`config.mk`:
```
export PLATFORM = sky130hd
export DESIGN_NAME = sdt_service_loop_parser_flat
export DESIGN_NICKNAME = d
export VERILOG_FILES = /design/src/rtl/core/sdt_pkg.sv /design/src/rtl/core/sdt_req_if.sv /design/src/rtl/core/sdt_rsp_if.sv /design/src/rtl/core/sdt_front.sv /design/src/rtl/core/sdt_queue.sv /design/src/rtl/core/sdt_back.sv /design/src/rtl/core/sdt_service_loop_parser.sv /design/src/flat_wrapper.sv
export SDC_FILE = /design/constraint.sdc
export NUM_CORES = 1
export LEC_CHECK = 0
export BUFFER_PORTS_ARGS = -buffer_cell sky130_fd_sc_hd__buf_2
export CAP_MARGIN = 5
export CORE_MARGIN = 5
export CORE_UTILIZATION = 60
export CTS_CLUSTER_DIAMETER = 150
export DETAILED_ROUTE_END_ITERATION = 7
export HOLD_SLACK_MARGIN = 0.06
export PLACE_DENSITY_LB_ADDON = 0.08
export SLEW_MARGIN = 20
export SYNTH_ARGS = -nofsm -noshare
export SYNTH_HDL_FRONTEND = slang
export SYNTH_SLANG_ARGS = --single-unit
export TNS_END_PERCENT = 10
```
`constraint.sdc`:
```
create_clock -name clock -period 5.23 [get_ports clock]
set_input_delay 1.569 -clock clock [delete_from_list [all_inputs] [get_ports clock]]
set_output_delay 1.569 -clock clock [all_outputs]
set_load 0.02 [all_outputs]
```
`src/rtl/core/sdt_pkg.sv`:
```
// ----------------------------------------------------------------------------
// sdt_pkg
// Shared types and constants for the SDT service loop parser: byte classes
// passed from the front end to the back end, parser phases, and field codes.
// ----------------------------------------------------------------------------
package sdt_pkg;

   // Default limit on the total section size in bytes
   localparam int unsigned MAX_SECTION_BYTES_DEF = 4096;

   // Section position counter
   localparam int unsigned POS_W = 12;
   localparam logic [POS_W-1:0] POS_MAX = '1;

   // Header byte positions
   localparam logic [POS_W-1:0] POS_LEN_HI     = 12'd1;
   localparam logic [POS_W-1:0] POS_LEN_LO     = 12'd2;
   localparam logic [POS_W-1:0] POS_NET_HI     = 12'd8;
   localparam logic [POS_W-1:0] POS_NET_LO     = 12'd9;
   localparam logic [POS_W-1:0] POS_LOOP_START = 12'd10;

   // Bytes before section_length counts, and trailing CRC bytes
   localparam logic [POS_W:0] HDR_PREFIX = 13'd3;
   localparam logic [POS_W:0] CRC_BYTES  = 13'd4;

   // Last byte index of a 5-byte service header
   localparam logic [7:0] SVC_HDR_LAST = 8'd4;

   // Logo transmission descriptor
   localparam logic [7:0] TAG_LOGO       = 8'hCF;
   localparam logic [7:0] LOGO_TYPE_FULL = 8'h01;
   localparam logic [7:0] LOGO_TYPE_ID   = 8'h02;
   localparam logic [7:0] LOGO_TYPE_NAME = 8'h03;

   // Body byte indexes of logo descriptor fields
   localparam logic [7:0] LOGO_K_TYPE   = 8'd0;
   localparam logic [7:0] LOGO_K_ID_HI  = 8'd1;
   localparam logic [7:0] LOGO_K_ID_LO  = 8'd2;
   localparam logic [7:0] LOGO_K_VER_HI = 8'd3;
   localparam logic [7:0] LOGO_K_VER_LO = 8'd4;
   localparam logic [7:0] LOGO_K_DL_HI  = 8'd5;
   localparam logic [7:0] LOGO_K_DL_LO  = 8'd6;

   // Result kinds
   typedef enum logic [1:0] {
      KIND_SERVICE   = 2'd0,
      KIND_LOGO      = 2'd1,
      KIND_NAME      = 2'd2,
      KIND_NAME_LAST = 2'd3
   } kind_type;

   // Byte classes decided by the front end
   typedef enum logic [1:0] {
      CLS_NET_HI = 2'd0,
      CLS_NET_LO = 2'd1,
      CLS_ENTER  = 2'd2,
      CLS_DATA   = 2'd3
   } cls_type;

   // Back end parse phases
   typedef enum logic [2:0] {
      PH_SERVICE = 3'd0,
      PH_TAG     = 3'd1,
      PH_LEN     = 3'd2,
      PH_BODY    = 3'd3,
      PH_SKIP    = 3'd4
   } phase_type;

   // Queue entry
   typedef struct packed {
      cls_type    cls;
      logic [7:0] data;
   } entry_type;

   // Front end to queue
   typedef struct packed {
      logic      valid;
      entry_type entry;
   } q_push_type;

   // Queue head to back end
   typedef struct packed {
      logic      valid;
      entry_type entry;
   } q_head_type;

   // Queue sizing
   localparam int unsigned QUEUE_DEPTH = 2;
   localparam int unsigned QUEUE_AW    = $clog2(QUEUE_DEPTH);

endpackage

```
`src/rtl/core/sdt_req_if.sv`:
```
// ----------------------------------------------------------------------------
// sdt_req_if
// Section byte channel: valid/ready handshake with one byte per beat.
// ----------------------------------------------------------------------------
interface sdt_req_if;
   logic       valid;
   logic       ready;
   logic [7:0] data_byte;
   logic       section_start;

   modport source (output valid, output data_byte, output section_start, input ready);
   modport sink   (input valid, input data_byte, input section_start, output ready);
endinterface

```
`src/rtl/core/sdt_rsp_if.sv`:
```
// ----------------------------------------------------------------------------
// sdt_rsp_if
// Result channel: valid/ready handshake with one service, logo or name
// record per beat.
// ----------------------------------------------------------------------------
interface sdt_rsp_if;
   logic        valid;
   logic        ready;
   logic [1:0]  result_kind;
   logic [15:0] network_id;
   logic [15:0] service_ident;
   logic        eit_schedule;
   logic        eit_present_following;
   logic [2:0]  running_status;
   logic        free_ca_mode;
   logic [11:0] loop_length;
   logic [7:0]  logo_type;
   logic [15:0] logo_id;
   logic [11:0] logo_version;
   logic [15:0] data_value;

   modport source (
      output valid, output result_kind, output network_id, output service_ident,
      output eit_schedule, output eit_present_following, output running_status,
      output free_ca_mode, output loop_length, output logo_type, output logo_id,
      output logo_version, output data_value,
      input ready
   );
   modport sink (
      input valid, input result_kind, input network_id, input service_ident,
      input eit_schedule, input eit_present_following, input running_status,
      input free_ca_mode, input loop_length, input logo_type, input logo_id,
      input logo_version, input data_value,
      output ready
   );
endinterface

```
`src/rtl/core/sdt_front.sv`:
```
// ----------------------------------------------------------------------------
// sdt_front
// Accepts section bytes, tracks the position within the section, decodes
// section_length into the end of the service area, and forwards only the
// bytes the back end acts on, tagged with their class.
// ----------------------------------------------------------------------------
module sdt_front #(
   parameter int unsigned MAX_SECTION_BYTES = sdt_pkg::MAX_SECTION_BYTES_DEF
) (
   input  logic                clock,
   input  logic                reset,
   sdt_req_if.sink             req_if,
   input  logic                queue_full,
   output sdt_pkg::q_push_type push
);

   localparam logic [sdt_pkg::POS_W:0] MaxBytes = (sdt_pkg::POS_W + 1)'(MAX_SECTION_BYTES);

   logic                       started_ff, started_in;
   logic [sdt_pkg::POS_W-1:0]  pos_ff, pos_in;
   logic [sdt_pkg::POS_W-1:0]  end_ff, end_in;

   logic                       accept;
   logic [sdt_pkg::POS_W-1:0]  pos_inc;
   logic [sdt_pkg::POS_W:0]    total;
   logic [sdt_pkg::POS_W:0]    total_clamp;
   logic [sdt_pkg::POS_W-1:0]  end_calc;

   assign req_if.ready = !queue_full;
   assign accept       = req_if.valid && req_if.ready;

   // saturating position
   assign pos_inc = (pos_ff == sdt_pkg::POS_MAX) ? pos_ff : pos_ff + 12'd1;

   // end of service area: min(length + 3, max) - 4, floor zero
   assign total       = {1'b0, end_ff[11:8], req_if.data_byte} + sdt_pkg::HDR_PREFIX;
   assign total_clamp = (total > MaxBytes) ? MaxBytes : total;
   assign end_calc    = (total_clamp > sdt_pkg::CRC_BYTES) ?
                        sdt_pkg::POS_W'(total_clamp - sdt_pkg::CRC_BYTES) : '0;

   // classify each accepted byte
   always_comb begin
      started_in       = started_ff;
      pos_in           = pos_ff;
      end_in           = end_ff;
      push.valid       = 1'b0;
      push.entry.cls   = sdt_pkg::CLS_DATA;
      push.entry.data  = req_if.data_byte;
      if (accept) begin
         if (req_if.section_start) begin
            started_in = 1'b1;
            pos_in     = '0;
         end else if (started_ff) begin
            pos_in = pos_inc;
            if (pos_inc == sdt_pkg::POS_LEN_HI) begin
               end_in = {req_if.data_byte[3:0], 8'h00};
            end else if (pos_inc == sdt_pkg::POS_LEN_LO) begin
               end_in = end_calc;
            end else if (pos_inc == sdt_pkg::POS_NET_HI) begin
               push.valid     = 1'b1;
               push.entry.cls = sdt_pkg::CLS_NET_HI;
            end else if (pos_inc == sdt_pkg::POS_NET_LO) begin
               push.valid     = 1'b1;
               push.entry.cls = sdt_pkg::CLS_NET_LO;
            end else if (pos_inc == sdt_pkg::POS_LOOP_START) begin
               push.valid     = 1'b1;
               push.entry.cls = sdt_pkg::CLS_ENTER;
            end else if (pos_inc > sdt_pkg::POS_LOOP_START && pos_inc < end_ff) begin
               push.valid     = 1'b1;
               push.entry.cls = sdt_pkg::CLS_DATA;
            end
         end
      end
   end

   always_ff @(posedge clock) begin
      if (reset) begin
         started_ff <= 1'b0;
         pos_ff     <= '0;
         end_ff     <= '0;
      end else begin
         started_ff <= started_in;
         pos_ff     <= pos_in;
         end_ff     <= end_in;
      end
   end

endmodule

```
`src/rtl/core/sdt_queue.sv`:
```
// ----------------------------------------------------------------------------
// sdt_queue
// Short FIFO of classified bytes between the front end and the back end.
// ----------------------------------------------------------------------------
module sdt_queue (
   input  logic                clock,
   input  logic                reset,
   input  sdt_pkg::q_push_type push,
   input  logic                pop,
   output logic                full,
   output sdt_pkg::q_head_type head
);

   localparam logic [sdt_pkg::QUEUE_AW:0] Depth = (sdt_pkg::QUEUE_AW + 1)'(sdt_pkg::QUEUE_DEPTH);

   sdt_pkg::entry_type              mem_ff [sdt_pkg::QUEUE_DEPTH];
   logic [sdt_pkg::QUEUE_AW-1:0]    wr_ptr_ff, wr_ptr_in;
   logic [sdt_pkg::QUEUE_AW-1:0]    rd_ptr_ff, rd_ptr_in;
   logic [sdt_pkg::QUEUE_AW:0]      count_ff, count_in;
   logic                            do_push, do_pop;

   assign full       = (count_ff == Depth);
   assign do_push    = push.valid && !full;
   assign do_pop     = pop && (count_ff != '0);
   assign head.valid = (count_ff != '0);
   assign head.entry = mem_ff[rd_ptr_ff];

   // pointer and fill update
   always_comb begin
      wr_ptr_in = do_push ? wr_ptr_ff + 1'b1 : wr_ptr_ff;
      rd_ptr_in = do_pop  ? rd_ptr_ff + 1'b1 : rd_ptr_ff;
      count_in  = count_ff;
      if (do_push && !do_pop) begin
         count_in = count_ff + 1'b1;
      end else if (do_pop && !do_push) begin
         count_in = count_ff - 1'b1;
      end
   end

   always_ff @(posedge clock) begin
      if (reset) begin
         wr_ptr_ff <= '0;
         rd_ptr_ff <= '0;
         count_ff  <= '0;
      end else begin
         wr_ptr_ff <= wr_ptr_in;
         rd_ptr_ff <= rd_ptr_in;
         count_ff  <= count_in;
      end
   end

   // storage, no reset
   always_ff @(posedge clock) begin
      if (do_push) begin
         mem_ff[wr_ptr_ff] <= push.entry;
      end
   end

endmodule

```
`src/rtl/core/sdt_back.sv`:
```
// ----------------------------------------------------------------------------
// sdt_back
// Walks service headers and descriptor loops one byte per beat, decodes
// logo transmission descriptors, and holds the result in an output register.
// ----------------------------------------------------------------------------
module sdt_back (
   input  logic                clock,
   input  logic                reset,
   input  sdt_pkg::q_head_type head,
   output logic                pop,
   sdt_rsp_if.source           rsp_if
);

   // parse state
   sdt_pkg::phase_type phase_ff, phase_in;
   logic [11:0]        rem_ff, rem_in;
   logic [7:0]         fc_ff, fc_in;
   logic [7:0]         tag_ff, tag_in;
   logic [7:0]         len_ff, len_in;
   logic [15:0]        net_ff, net_in;

   // service fields
   logic [15:0]        svc_id_ff, svc_id_in;
   logic               eit_s_ff, eit_s_in;
   logic               eit_pf_ff, eit_pf_in;
   logic [2:0]         run_ff, run_in;
   logic               fca_ff, fca_in;
   logic [11:0]        loop_len_ff, loop_len_in;

   // logo fields
   logic [7:0]         ltype_ff, ltype_in;
   logic [15:0]        lid_ff, lid_in;
   logic [11:0]        lver_ff, lver_in;
   logic [15:0]        ldl_ff, ldl_in;

   // output register
   logic               out_valid_ff, out_valid_in;
   sdt_pkg::kind_type  out_kind_ff;
   logic [15:0]        out_net_ff, out_svc_id_ff, out_lid_ff, out_dval_ff;
   logic               out_eit_s_ff, out_eit_pf_ff, out_fca_ff;
   logic [2:0]         out_run_ff;
   logic [11:0]        out_loop_len_ff, out_lver_ff;
   logic [7:0]         out_ltype_ff;

   // step controls
   logic               can_step, step, step_data;
   logic [7:0]         b;
   logic [11:0]        rem_dec;
   logic [8:0]         fc_inc;
   logic               body_last;
   logic [11:0]        loop_len_next;
   logic               is_logo_tag, type_full, type_id;
   logic               emit, emit_logo;
   sdt_pkg::kind_type  emit_kind;
   logic [15:0]        emit_dval;

   assign can_step      = !out_valid_ff || rsp_if.ready;
   assign step          = head.valid && can_step;
   assign pop           = step;
   assign step_data     = step && (head.entry.cls == sdt_pkg::CLS_DATA);
   assign b             = head.entry.data;
   assign rem_dec       = rem_ff - 12'd1;
   assign fc_inc        = {1'b0, fc_ff} + 9'd1;
   assign body_last     = (fc_inc >= {1'b0, len_ff});
   assign loop_len_next = {loop_len_ff[11:8], b};
   assign is_logo_tag   = (tag_ff == sdt_pkg::TAG_LOGO);
   assign type_full     = (ltype_ff == sdt_pkg::LOGO_TYPE_FULL);
   assign type_id       = (ltype_ff == sdt_pkg::LOGO_TYPE_ID);

   // next phase
   always_comb begin
      phase_in = phase_ff;
      if (step) begin
         if (head.entry.cls == sdt_pkg::CLS_ENTER) begin
            phase_in = sdt_pkg::PH_SERVICE;
         end else if (step_data) begin
            case (phase_ff)
               sdt_pkg::PH_SERVICE: begin
                  if (fc_ff >= sdt_pkg::SVC_HDR_LAST) begin
                     phase_in = (loop_len_next != '0) ? sdt_pkg::PH_TAG : sdt_pkg::PH_SERVICE;
                  end
               end
               sdt_pkg::PH_TAG: begin
                  phase_in = (rem_dec != '0) ? sdt_pkg::PH_LEN : sdt_pkg::PH_SERVICE;
               end
               sdt_pkg::PH_LEN: begin
                  if ({4'h0, b} > rem_dec) begin
                     phase_in = (rem_dec != '0) ? sdt_pkg::PH_SKIP : sdt_pkg::PH_SERVICE;
                  end else if (b == 8'h00) begin
                     phase_in = (rem_dec != '0) ? sdt_pkg::PH_TAG : sdt_pkg::PH_SERVICE;
                  end else begin
                     phase_in = sdt_pkg::PH_BODY;
                  end
               end
               sdt_pkg::PH_BODY: begin
                  if (body_last) begin
                     phase_in = (rem_dec != '0) ? sdt_pkg::PH_TAG : sdt_pkg::PH_SERVICE;
                  end
               end
               sdt_pkg::PH_SKIP: begin
                  if (rem_dec == '0) begin
                     phase_in = sdt_pkg::PH_SERVICE;
                  end
               end
               default: begin
                  phase_in = sdt_pkg::PH_SERVICE;
               end
            endcase
         end
      end
   end

   // field capture and result selection
   always_comb begin
      rem_in      = rem_ff;
      fc_in       = fc_ff;
      tag_in      = tag_ff;
      len_in      = len_ff;
      net_in      = net_ff;
      svc_id_in   = svc_id_ff;
      eit_s_in    = eit_s_ff;
      eit_pf_in   = eit_pf_ff;
      run_in      = run_ff;
      fca_in      = fca_ff;
      loop_len_in = loop_len_ff;
      ltype_in    = ltype_ff;
      lid_in      = lid_ff;
      lver_in     = lver_ff;
      ldl_in      = ldl_ff;
      emit        = 1'b0;
      emit_logo   = 1'b0;
      emit_kind   = sdt_pkg::KIND_SERVICE;
      emit_dval   = '0;
      if (step) begin
         case (head.entry.cls)
            sdt_pkg::CLS_NET_HI: begin
               net_in = {b, 8'h00};
            end
            sdt_pkg::CLS_NET_LO: begin
               net_in[7:0] = b;
            end
            sdt_pkg::CLS_ENTER: begin
               fc_in = '0;
            end
            sdt_pkg::CLS_DATA: begin
               case (phase_ff)
                  sdt_pkg::PH_SERVICE: begin
                     // 5-byte service header
                     if (fc_ff == 8'd0) begin
                        svc_id_in   = {b, 8'h00};
                        eit_s_in    = 1'b0;
                        eit_pf_in   = 1'b0;
                        run_in      = '0;
                        fca_in      = 1'b0;
                        loop_len_in = '0;
                     end else if (fc_ff == 8'd1) begin
                        svc_id_in[7:0] = b;
                     end else if (fc_ff == 8'd2) begin
                        eit_s_in  = b[1];
                        eit_pf_in = b[0];
                     end else if (fc_ff == 8'd3) begin
                        run_in            = b[7:5];
                        fca_in            = b[4];
                        loop_len_in[11:8] = b[3:0];
                     end else begin
                        loop_len_in[7:0] = b;
                     end
                     if (fc_ff >= sdt_pkg::SVC_HDR_LAST) begin
                        rem_in    = loop_len_next;
                        fc_in     = '0;
                        emit      = 1'b1;
                        emit_kind = sdt_pkg::KIND_SERVICE;
                     end else begin
                        fc_in = fc_inc[7:0];
                     end
                  end
                  sdt_pkg::PH_TAG: begin
                     tag_in = b;
                     rem_in = rem_dec;
                     fc_in  = '0;
                  end
                  sdt_pkg::PH_LEN: begin
                     len_in = b;
                     rem_in = rem_dec;
                     fc_in  = '0;
                  end
                  sdt_pkg::PH_BODY: begin
                     rem_in = rem_dec;
                     if (is_logo_tag) begin
                        if (fc_ff == sdt_pkg::LOGO_K_TYPE) begin
                           ltype_in = b;
                           lid_in   = '0;
                           lver_in  = '0;
                           ldl_in   = '0;
                        end else if (type_full || type_id) begin
                           if (fc_ff == sdt_pkg::LOGO_K_ID_HI) begin
                              lid_in[15:8] = b;
                           end else if (fc_ff == sdt_pkg::LOGO_K_ID_LO) begin
                              lid_in[7:0] = b;
                           end else if (type_full && fc_ff == sdt_pkg::LOGO_K_VER_HI) begin
                              lver_in[11:8] = b[3:0];
                           end else if (type_full && fc_ff == sdt_pkg::LOGO_K_VER_LO) begin
                              lver_in[7:0] = b;
                           end else if (type_full && fc_ff == sdt_pkg::LOGO_K_DL_HI) begin
                              ldl_in[15:8] = b;
                           end else if (type_full && fc_ff == sdt_pkg::LOGO_K_DL_LO) begin
                              ldl_in[7:0] = b;
                           end
                           if ((type_id && fc_ff == sdt_pkg::LOGO_K_ID_LO) ||
                               (type_full && fc_ff == sdt_pkg::LOGO_K_DL_LO)) begin
                              emit      = 1'b1;
                              emit_logo = 1'b1;
                              emit_kind = sdt_pkg::KIND_LOGO;
                              emit_dval = type_full ? ldl_in : '0;
                           end
                        end else if (ltype_ff == sdt_pkg::LOGO_TYPE_NAME) begin
                           // one name byte per result, last one flagged
                           emit      = 1'b1;
                           emit_logo = 1'b1;
                           emit_kind = (fc_inc == {1'b0, len_ff}) ?
                                       sdt_pkg::KIND_NAME_LAST : sdt_pkg::KIND_NAME;
                           emit_dval = {8'h00, b};
                        end
                     end
                     fc_in = body_last ? '0 : fc_inc[7:0];
                  end
                  sdt_pkg::PH_SKIP: begin
                     rem_in = rem_dec;
                     if (rem_dec == '0) begin
                        fc_in = '0;
                     end
                  end
                  default: begin
                     fc_in = fc_ff;
                  end
               endcase
            end
            default: begin
               fc_in = fc_ff;
            end
         endcase
      end
   end

   // output valid: load on a result, clear when taken
   assign out_valid_in = step ? emit : (out_valid_ff && !rsp_if.ready);

   always_ff @(posedge clock) begin
      if (reset) begin
         phase_ff     <= sdt_pkg::PH_SERVICE;
         rem_ff       <= '0;
         fc_ff        <= '0;
         out_valid_ff <= 1'b0;
      end else begin
         phase_ff     <= phase_in;
         rem_ff       <= rem_in;
         fc_ff        <= fc_in;
         out_valid_ff <= out_valid_in;
      end
   end

   // field registers, no reset
   always_ff @(posedge clock) begin
      tag_ff      <= tag_in;
      len_ff      <= len_in;
      net_ff      <= net_in;
      svc_id_ff   <= svc_id_in;
      eit_s_ff    <= eit_s_in;
      eit_pf_ff   <= eit_pf_in;
      run_ff      <= run_in;
      fca_ff      <= fca_in;
      loop_len_ff <= loop_len_in;
      ltype_ff    <= ltype_in;
      lid_ff      <= lid_in;
      lver_ff     <= lver_in;
      ldl_ff      <= ldl_in;
   end

   // result payload
   always_ff @(posedge clock) begin
      if (step && emit) begin
         out_kind_ff     <= emit_kind;
         out_net_ff      <= net_in;
         out_svc_id_ff   <= svc_id_in;
         out_eit_s_ff    <= eit_s_in;
         out_eit_pf_ff   <= eit_pf_in;
         out_run_ff      <= run_in;
         out_fca_ff      <= fca_in;
         out_loop_len_ff <= loop_len_in;
         out_ltype_ff    <= emit_logo ? ltype_in : '0;
         out_lid_ff      <= emit_logo ? lid_in : '0;
         out_lver_ff     <= emit_logo ? lver_in : '0;
         out_dval_ff     <= emit_dval;
      end
   end

   assign rsp_if.valid                 = out_valid_ff;
   assign rsp_if.result_kind           = out_kind_ff;
   assign rsp_if.network_id            = out_net_ff;
   assign rsp_if.service_ident         = out_svc_id_ff;
   assign rsp_if.eit_schedule          = out_eit_s_ff;
   assign rsp_if.eit_present_following = out_eit_pf_ff;
   assign rsp_if.running_status        = out_run_ff;
   assign rsp_if.free_ca_mode          = out_fca_ff;
   assign rsp_if.loop_length           = out_loop_len_ff;
   assign rsp_if.logo_type             = out_ltype_ff;
   assign rsp_if.logo_id               = out_lid_ff;
   assign rsp_if.logo_version          = out_lver_ff;
   assign rsp_if.data_value            = out_dval_ff;

endmodule

```
`src/rtl/core/sdt_service_loop_parser.sv`:
```
// ----------------------------------------------------------------------------
// sdt_service_loop_parser
// Byte-serial SDT section parser: emits service records, logo records and
// logo name bytes from service descriptor loops.
// ----------------------------------------------------------------------------
// Throughput: one section byte per cycle, sustained while rsp_if.ready is high.
// Path: a byte's result is registered through the front end classify into a
//   2-entry queue, then through the back end step into the output reg.
// Reset: synchronous, active high; clears position, queue and result valid.
//   The parser then ignores bytes until the next section_start.
// ----------------------------------------------------------------------------
module sdt_service_loop_parser #(
   parameter int unsigned MAX_SECTION_BYTES = sdt_pkg::MAX_SECTION_BYTES_DEF
) (
   input logic       clock,
   input logic       reset,
   sdt_req_if.sink   req_if,
   sdt_rsp_if.source rsp_if
);

   sdt_pkg::q_push_type push;
   sdt_pkg::q_head_type head;
   logic                queue_full;
   logic                pop;

   // front end: position tracking and byte classification
   sdt_front #(
      .MAX_SECTION_BYTES (MAX_SECTION_BYTES)
   ) u_front (
      .clock      (clock),
      .reset      (reset),
      .req_if     (req_if),
      .queue_full (queue_full),
      .push       (push)
   );

   // decoupling queue
   sdt_queue u_queue (
      .clock (clock),
      .reset (reset),
      .push  (push),
      .pop   (pop),
      .full  (queue_full),
      .head  (head)
   );

   // back end: service and descriptor loop parsing
   sdt_back u_back (
      .clock  (clock),
      .reset  (reset),
      .head   (head),
      .pop    (pop),
      .rsp_if (rsp_if)
   );

endmodule

```
`src/flat_wrapper.sv`:
```
// flat-port wrapper written by rule: the top's interface ports become plain ports
module sdt_service_loop_parser_flat 
#(
   parameter int unsigned MAX_SECTION_BYTES = sdt_pkg::MAX_SECTION_BYTES_DEF
)
  (clock, reset, req_if_valid, req_if_data_byte, req_if_section_start, req_if_ready, rsp_if_valid, rsp_if_result_kind, rsp_if_network_id, rsp_if_service_ident, rsp_if_eit_schedule, rsp_if_eit_present_following, rsp_if_running_status, rsp_if_free_ca_mode, rsp_if_loop_length, rsp_if_logo_type, rsp_if_logo_id, rsp_if_logo_version, rsp_if_data_value, rsp_if_ready);
  sdt_req_if req_if_i ();
  sdt_rsp_if rsp_if_i ();
  input logic clock;
  input logic reset;
  input wire logic [$bits(req_if_i.valid)-1:0] req_if_valid;
  input wire logic [$bits(req_if_i.data_byte)-1:0] req_if_data_byte;
  input wire logic [$bits(req_if_i.section_start)-1:0] req_if_section_start;
  output wire logic [$bits(req_if_i.ready)-1:0] req_if_ready;
  output wire logic [$bits(rsp_if_i.valid)-1:0] rsp_if_valid;
  output wire logic [$bits(rsp_if_i.result_kind)-1:0] rsp_if_result_kind;
  output wire logic [$bits(rsp_if_i.network_id)-1:0] rsp_if_network_id;
  output wire logic [$bits(rsp_if_i.service_ident)-1:0] rsp_if_service_ident;
  output wire logic [$bits(rsp_if_i.eit_schedule)-1:0] rsp_if_eit_schedule;
  output wire logic [$bits(rsp_if_i.eit_present_following)-1:0] rsp_if_eit_present_following;
  output wire logic [$bits(rsp_if_i.running_status)-1:0] rsp_if_running_status;
  output wire logic [$bits(rsp_if_i.free_ca_mode)-1:0] rsp_if_free_ca_mode;
  output wire logic [$bits(rsp_if_i.loop_length)-1:0] rsp_if_loop_length;
  output wire logic [$bits(rsp_if_i.logo_type)-1:0] rsp_if_logo_type;
  output wire logic [$bits(rsp_if_i.logo_id)-1:0] rsp_if_logo_id;
  output wire logic [$bits(rsp_if_i.logo_version)-1:0] rsp_if_logo_version;
  output wire logic [$bits(rsp_if_i.data_value)-1:0] rsp_if_data_value;
  input wire logic [$bits(rsp_if_i.ready)-1:0] rsp_if_ready;
  assign req_if_i.valid = req_if_valid;
  assign req_if_i.data_byte = req_if_data_byte;
  assign req_if_i.section_start = req_if_section_start;
  assign req_if_ready = req_if_i.ready;
  assign rsp_if_valid = rsp_if_i.valid;
  assign rsp_if_result_kind = rsp_if_i.result_kind;
  assign rsp_if_network_id = rsp_if_i.network_id;
  assign rsp_if_service_ident = rsp_if_i.service_ident;
  assign rsp_if_eit_schedule = rsp_if_i.eit_schedule;
  assign rsp_if_eit_present_following = rsp_if_i.eit_present_following;
  assign rsp_if_running_status = rsp_if_i.running_status;
  assign rsp_if_free_ca_mode = rsp_if_i.free_ca_mode;
  assign rsp_if_loop_length = rsp_if_i.loop_length;
  assign rsp_if_logo_type = rsp_if_i.logo_type;
  assign rsp_if_logo_id = rsp_if_i.logo_id;
  assign rsp_if_logo_version = rsp_if_i.logo_version;
  assign rsp_if_data_value = rsp_if_i.data_value;
  assign rsp_if_i.ready = rsp_if_ready;
  sdt_service_loop_parser #(.MAX_SECTION_BYTES(MAX_SECTION_BYTES)) u_core (.clock(clock), .reset(reset), .req_if(req_if_i), .rsp_if(rsp_if_i));
endmodule
```
==> results <==
- The arrival time of data at the critical path endpoint is about 5.1 ns.
- The slack of the worst reg-to-reg path is roughly 0.62 ns.
- The library cell used as clock root buffer is clkbuf_16.
- Synthesis handed over a netlist of approximately 1,300 instances.
- For this configuration, the core starts out at a cell density of approximately three fifths.
- The worst ir drop on vdd is 0.2709 mV.
- Summed over all layers, the global routing overflow is 0.
- The endpoint type of the worst setup path is a register.
- After synthesis the netlist holds a flip-flop and latch count of about 300.
- The most repeated cell in the gate-level netlist after synthesis is edfxtp_1.
- The floorplan step defined a die boundary enclosing ~0.025 mm2.
- After legalization and detailed placement, the total HPWL measured between 20,000 and 25,000 um.
- Global routing consumed, over all layers together, a little under a quarter of the routing resources.
- The family of cells with the greatest summed delay on the critical path is simple AND/OR/NAND/NOR gates.
- For this run, the top clock speed supported by timing is between 200 and 250 MHz.
- The dominant synthesized flop cell is edfxtp_1.
- The clock network latency to the later pin of the worst-skew pair is between 0.5 and 0.6 ns.
- Summing the sequential cell areas from Yosys gives a little under three fifths of the chip area.
- The startpoint of the lowest-slack register-to-register path is u_core.u_front.pos_ff[0]$_SDFFE_PP0P_.
- In this run the worst path has a maximum fanout of 16.
- The clock skew after layout is 0.01485 ns.
- The width of the chip is 159.0 um.
- The cts-stage hold buffer count is 0.
- The pre-antenna-repair detailed-routing pass consisted of 5 iterations.
- The via count of the first global-routing pass is between 9,000 and 10,000.
- The flow ran to the end, and the final reports show no timing, DRC or antenna violations.
- The area of the core is between 0.02 and 0.025 mm2.
- The post-synthesis cell type count is 87.
- Each instance of the synthesized netlist takes up on average between 10 and 15 um2.
- Measured against its own limit, the worst slew margin works out to between 30% and 40%.
- Counting instances in the post-synthesis netlist gives the leading cell types as 156 x edfxtp_1, 146 x nor2_1, 140 x dfxtp_1, 135 x nand2_1, 65 x a21oi_1.
- The relative area change from synthesis to final layout is 13.38%.
- In the finished design, the share of the clock period the worst path needs comes to about nine tenths.
- The min-delay analysis places its worst path in the category reg -> reg.
- The area share of the largest cell type after synthesis is about a third.
- The final count of pins violating max slew was 0.
- In the post-synthesis netlist, the biggest area contributors are edfxtp_1 35%, dfxtp_1 21%, nor2_1 4.1%.
- The power per cell area is 325.7 mW/mm2.
- The worst stage delay on the critical path is 0.64 ns.
- The TritonCTS clock tree is built.
- For the final routed database, the setup TNS stands at 0 ns.
- The number of core rows is between 50 and 60.
- In the final layout, flip-flops and latches occupy 0.007487 mm2.
- The slew at the pin closest to its max-slew limit is just over 1 ns.
- Once the clock tree was built, the resizer swapped 0 gates to a different size.
- The critical path goes through ha_1 > nand4_1 > or3_1 > nand2_1 > nand2_1 > ha_1 > o21ai_0 > nand2b_1 > a21oi_1 > a211oi_1 > a21o_1 > a31oi_1 > o21ai_1 > a21oi_1 > ha_1 > or3_1 > a21oi_1.
- The endpoint identified for the worst register-to-register timing path is u_core.u_queue.count_ff[1]$_SDFFE_PP0P_.
- Clock tree synthesis inserted a total of 29 buffers.
- STA puts the critical path data required time at around 5.7 ns.
- The standby leakage power is 5.246 nW.
- At the end of the flow, the number of nets in the layout was between 1,000 and 1,500.
- The final instance area is approximately 0.015 mm2.
- The startpoint class of the critical path is a register.
- The hold path depth is 2.
- Clock-pin slew was measured on the worst setup and hold paths at ~0.060 ns.
- In this run the count of I/O pins placed on the die edge is 119.
- The Yosys warning count is 0.
- The critical path contains buffers and inverters numbering 0 combined.
- The post-CTS setup buffer count is 0.
- The post-route minimum period is 4.612 ns.
- The combined area of the multi-input logic cells is 0.005433 mm2.
- The first global-routing pass estimated between 40,000 and 50,000 um of wire.
- The height of the chip is ~160 um.
- The worst hold path terminates at u_core.u_back.lid_ff[1]$_DFF_P_.
- The number of enable-type register cells in the synthesized netlist is between 150 and 200.
- The routability congestion estimate is just under 0.9.
- In the routed layout, each cell is associated on average with a via count of 5.924.
- After synthesis the cells add up to about 0.013 mm2.
- The hold path startpoint is u_core.u_back.lid_ff[1]$_DFF_P_.
- The type of the setup path with the least slack is reg -> reg.
- The number of cells traversed by the worst register-to-register path is 17.
- The buffer depth of the longest clock path is 3.
- The antenna diode count is 0.
- The sink count of the clock tree is 296.
- The number of remaining DRC errors is 0.
- The total cell area at the placement stage is around 0.014 mm2.
- The fill cell instance count of the final layout is between 1,500 and 2,000.
- The cell taking the most area after synthesis is edfxtp_1.
- During placement, the flow inserted port buffers numbering around 120.
- Setup repair after global routing left no endpoint under its margin.
- The final antenna-violating net count is 0.
- The total setup violations reported at the end of the flow is 0.
- The number of antenna violations at the first check in global routing was 1.
- The highest-delay cell along the critical path is dfxtp_1.
- Across the run, the number of max-cap violations was 0.
- The post-route netlist has around 15% of its cells at a drive strength greater than 1.
- Counting flops with an async set or reset pin after synthesis yields a share of 0%.
- CTS built an H-tree with a depth of 1.
- The routed design has between 30,000 and 40,000 um of wire.
- The detailed-route via count is 10,050.
- The number of failing hold endpoints at the final stage was 0.
- The number of DRC markers in iteration 0 is roughly 930.
- In the final routed layout, each cell accounts on average for about 19 um.
- The largest net degree at the start of global routing is 57.
## cell families (layout without fill, tap and decap cells)
logic type	count (synthesis)	count (layout)	share of synthesized area (%)
and+or+nand+nor	475	475	17.51
AOI/OAI and AO/OA	304	304	15.26
DFF	296	296	56.18
buffers and inverters	115	240	3.455
adders and majority gates	38	38	3.549
xor gates and xnor gates	36	36	2.366
muxes	21	21	1.652
other	1	6	0.02814
## layout make-up
| type | count | area share, % |
|---|---|---|
| flip-flops and latches | 296 | 49.55 |
| clock inverters | 13 | 0.6624 |
| well taps | 280 | 2.318 |
| clock buffers | 41 | 5.299 |
| inverters | 47 | 1.184 |
| repair buffers | 139 | 5.034 |
| multi-input cells | 880 | 35.95 |
## sequential cells by signal, indices dropped and copies added, names as in the netlist, 12 cells and up, named ones only
name / flops
u_core.u_back.loop_len_ff: 12
u_core.u_back.ldl_ff: 16
u_core.u_back.rem_ff: 12
u_core.u_back.lid_ff: 16
u_core.u_back.lver_ff: 12
u_core.u_back.rsp_if.loop_length: 12
u_core.u_front.pos_ff: 12
u_core.u_back.svc_id_ff: 16
u_core.u_back.rsp_if.logo_version: 12
u_core.u_queue.mem_ff: 20
u_core.u_front.end_ff: 12
u_core.u_back.rsp_if.logo_id: 16
u_core.u_back.rsp_if.network_id: 16
u_core.u_back.net_ff: 16
u_core.u_back.rsp_if.service_ident: 16
u_core.u_back.rsp_if.data_value: 16
## worst reg2reg max path, stage by stage, from the launching register on
cell,delay [ns]
dfxtp_1,0.64
ha_1,0.33
nand4_1,0.20
or3_1,0.62
nand2_1,0.23
nand2_1,0.11
ha_1,0.29
o21ai_0,0.14
nand2b_1,0.07
a21oi_1,0.14
a211oi_1,0.06
a21o_1,0.17
a31oi_1,0.37
o21ai_1,0.19
a21oi_1,0.17
ha_1,0.28
or3_1,0.37
a21oi_1,0.15
## report_power, final
| group | switching, mW | internal [mW] |
|---|---|---|
| clock | 0.837 | 1.12 |
| combinational | 0.303 | 0.129 |
| sequential | 0.0396 | 2.50 |
| total | 1.18 | 3.74 |
## per-layer routing
metal  vias to the layer above  track usage [%]  wire [um]
li1                       4895                -          -
met5                         -                0          0
met2                       348            37.28      14380
met4                         0            5.700        609
met1                      4757            34.35      14280
met3                        47            3.521       2158
## how the worst max path moves through the flow
stage,start,endpoint,slack [ns],cells after the start
after floorplan,rsp_if_ready,u_core.u_back.rsp_if.data_value[0]$_SDFFCE_PP0P_,0.32,5
after global placement,u_core.u_front.pos_ff[0]$_SDFFE_PP0P_,u_core.u_queue.count_ff[1]$_SDFFE_PP0P_,0.81,17
after detailed placement,u_core.u_front.pos_ff[0]$_SDFFE_PP0P_,u_core.u_queue.count_ff[1]$_SDFFE_PP0P_,0.73,17
after CTS,u_core.u_front.pos_ff[0]$_SDFFE_PP0P_,u_core.u_queue.count_ff[1]$_SDFFE_PP0P_,0.68,17
after global routing,u_core.u_front.pos_ff[0]$_SDFFE_PP0P_,u_core.u_queue.count_ff[1]$_SDFFE_PP0P_,0.31,17
final,u_core.u_front.pos_ff[0]$_SDFFE_PP0P_,u_core.u_queue.count_ff[1]$_SDFFE_PP0P_,0.62,17
## placed cells by master (no fill, tap or decap), types with 9 or more instances in the layout
master | synthesis | routed
and2_1 | 10 | 10
xor2_1 | 18 | 18
inv_1 | 46 | 45
edfxtp_1 | 156 | 156
nand2b_1 | 15 | 15
ha_1 | 37 | 37
nand2_1 | 135 | 135
clkbuf_1 | 56 | 9
nand4_1 | 17 | 17
o211ai_1 | 11 | 11
nand3_1 | 24 | 24
clkbuf_16 | 0 | 29
buf_2 | 8 | 118
xnor2_1 | 18 | 18
o21ai_0 | 55 | 55
o31ai_1 | 12 | 12
dfxtp_1 | 140 | 140
a21o_1 | 9 | 9
buf_4 | 1 | 20
mux2i_1 | 16 | 9
a211oi_1 | 41 | 41
a22oi_1 | 13 | 13
nor2_1 | 146 | 145
and3_1 | 10 | 10
nor2b_1 | 32 | 32
nor3_1 | 18 | 17
o21ai_1 | 27 | 27
or3_1 | 16 | 16
a21oi_1 | 65 | 65
## per-stage QoR
stage          hold slack, ns  std cells  worst slack [ns]  util [%]  power (mW)
6_report               0.4468       1696            0.6183     69.24       4.921
3_5_place_dp           0.4337       1642            0.7321     65.09       3.011
2_1_floorplan          0.4104       1291            0.3232         -       2.851
3_3_place_gp           0.4186       1642            0.8092     65.09       2.997
5_1_grt                0.4714       1696            0.3062     69.24       5.102
4_1_cts                0.4473       1696            0.6806     69.22       4.949
(Power assumes the default switching activity.)
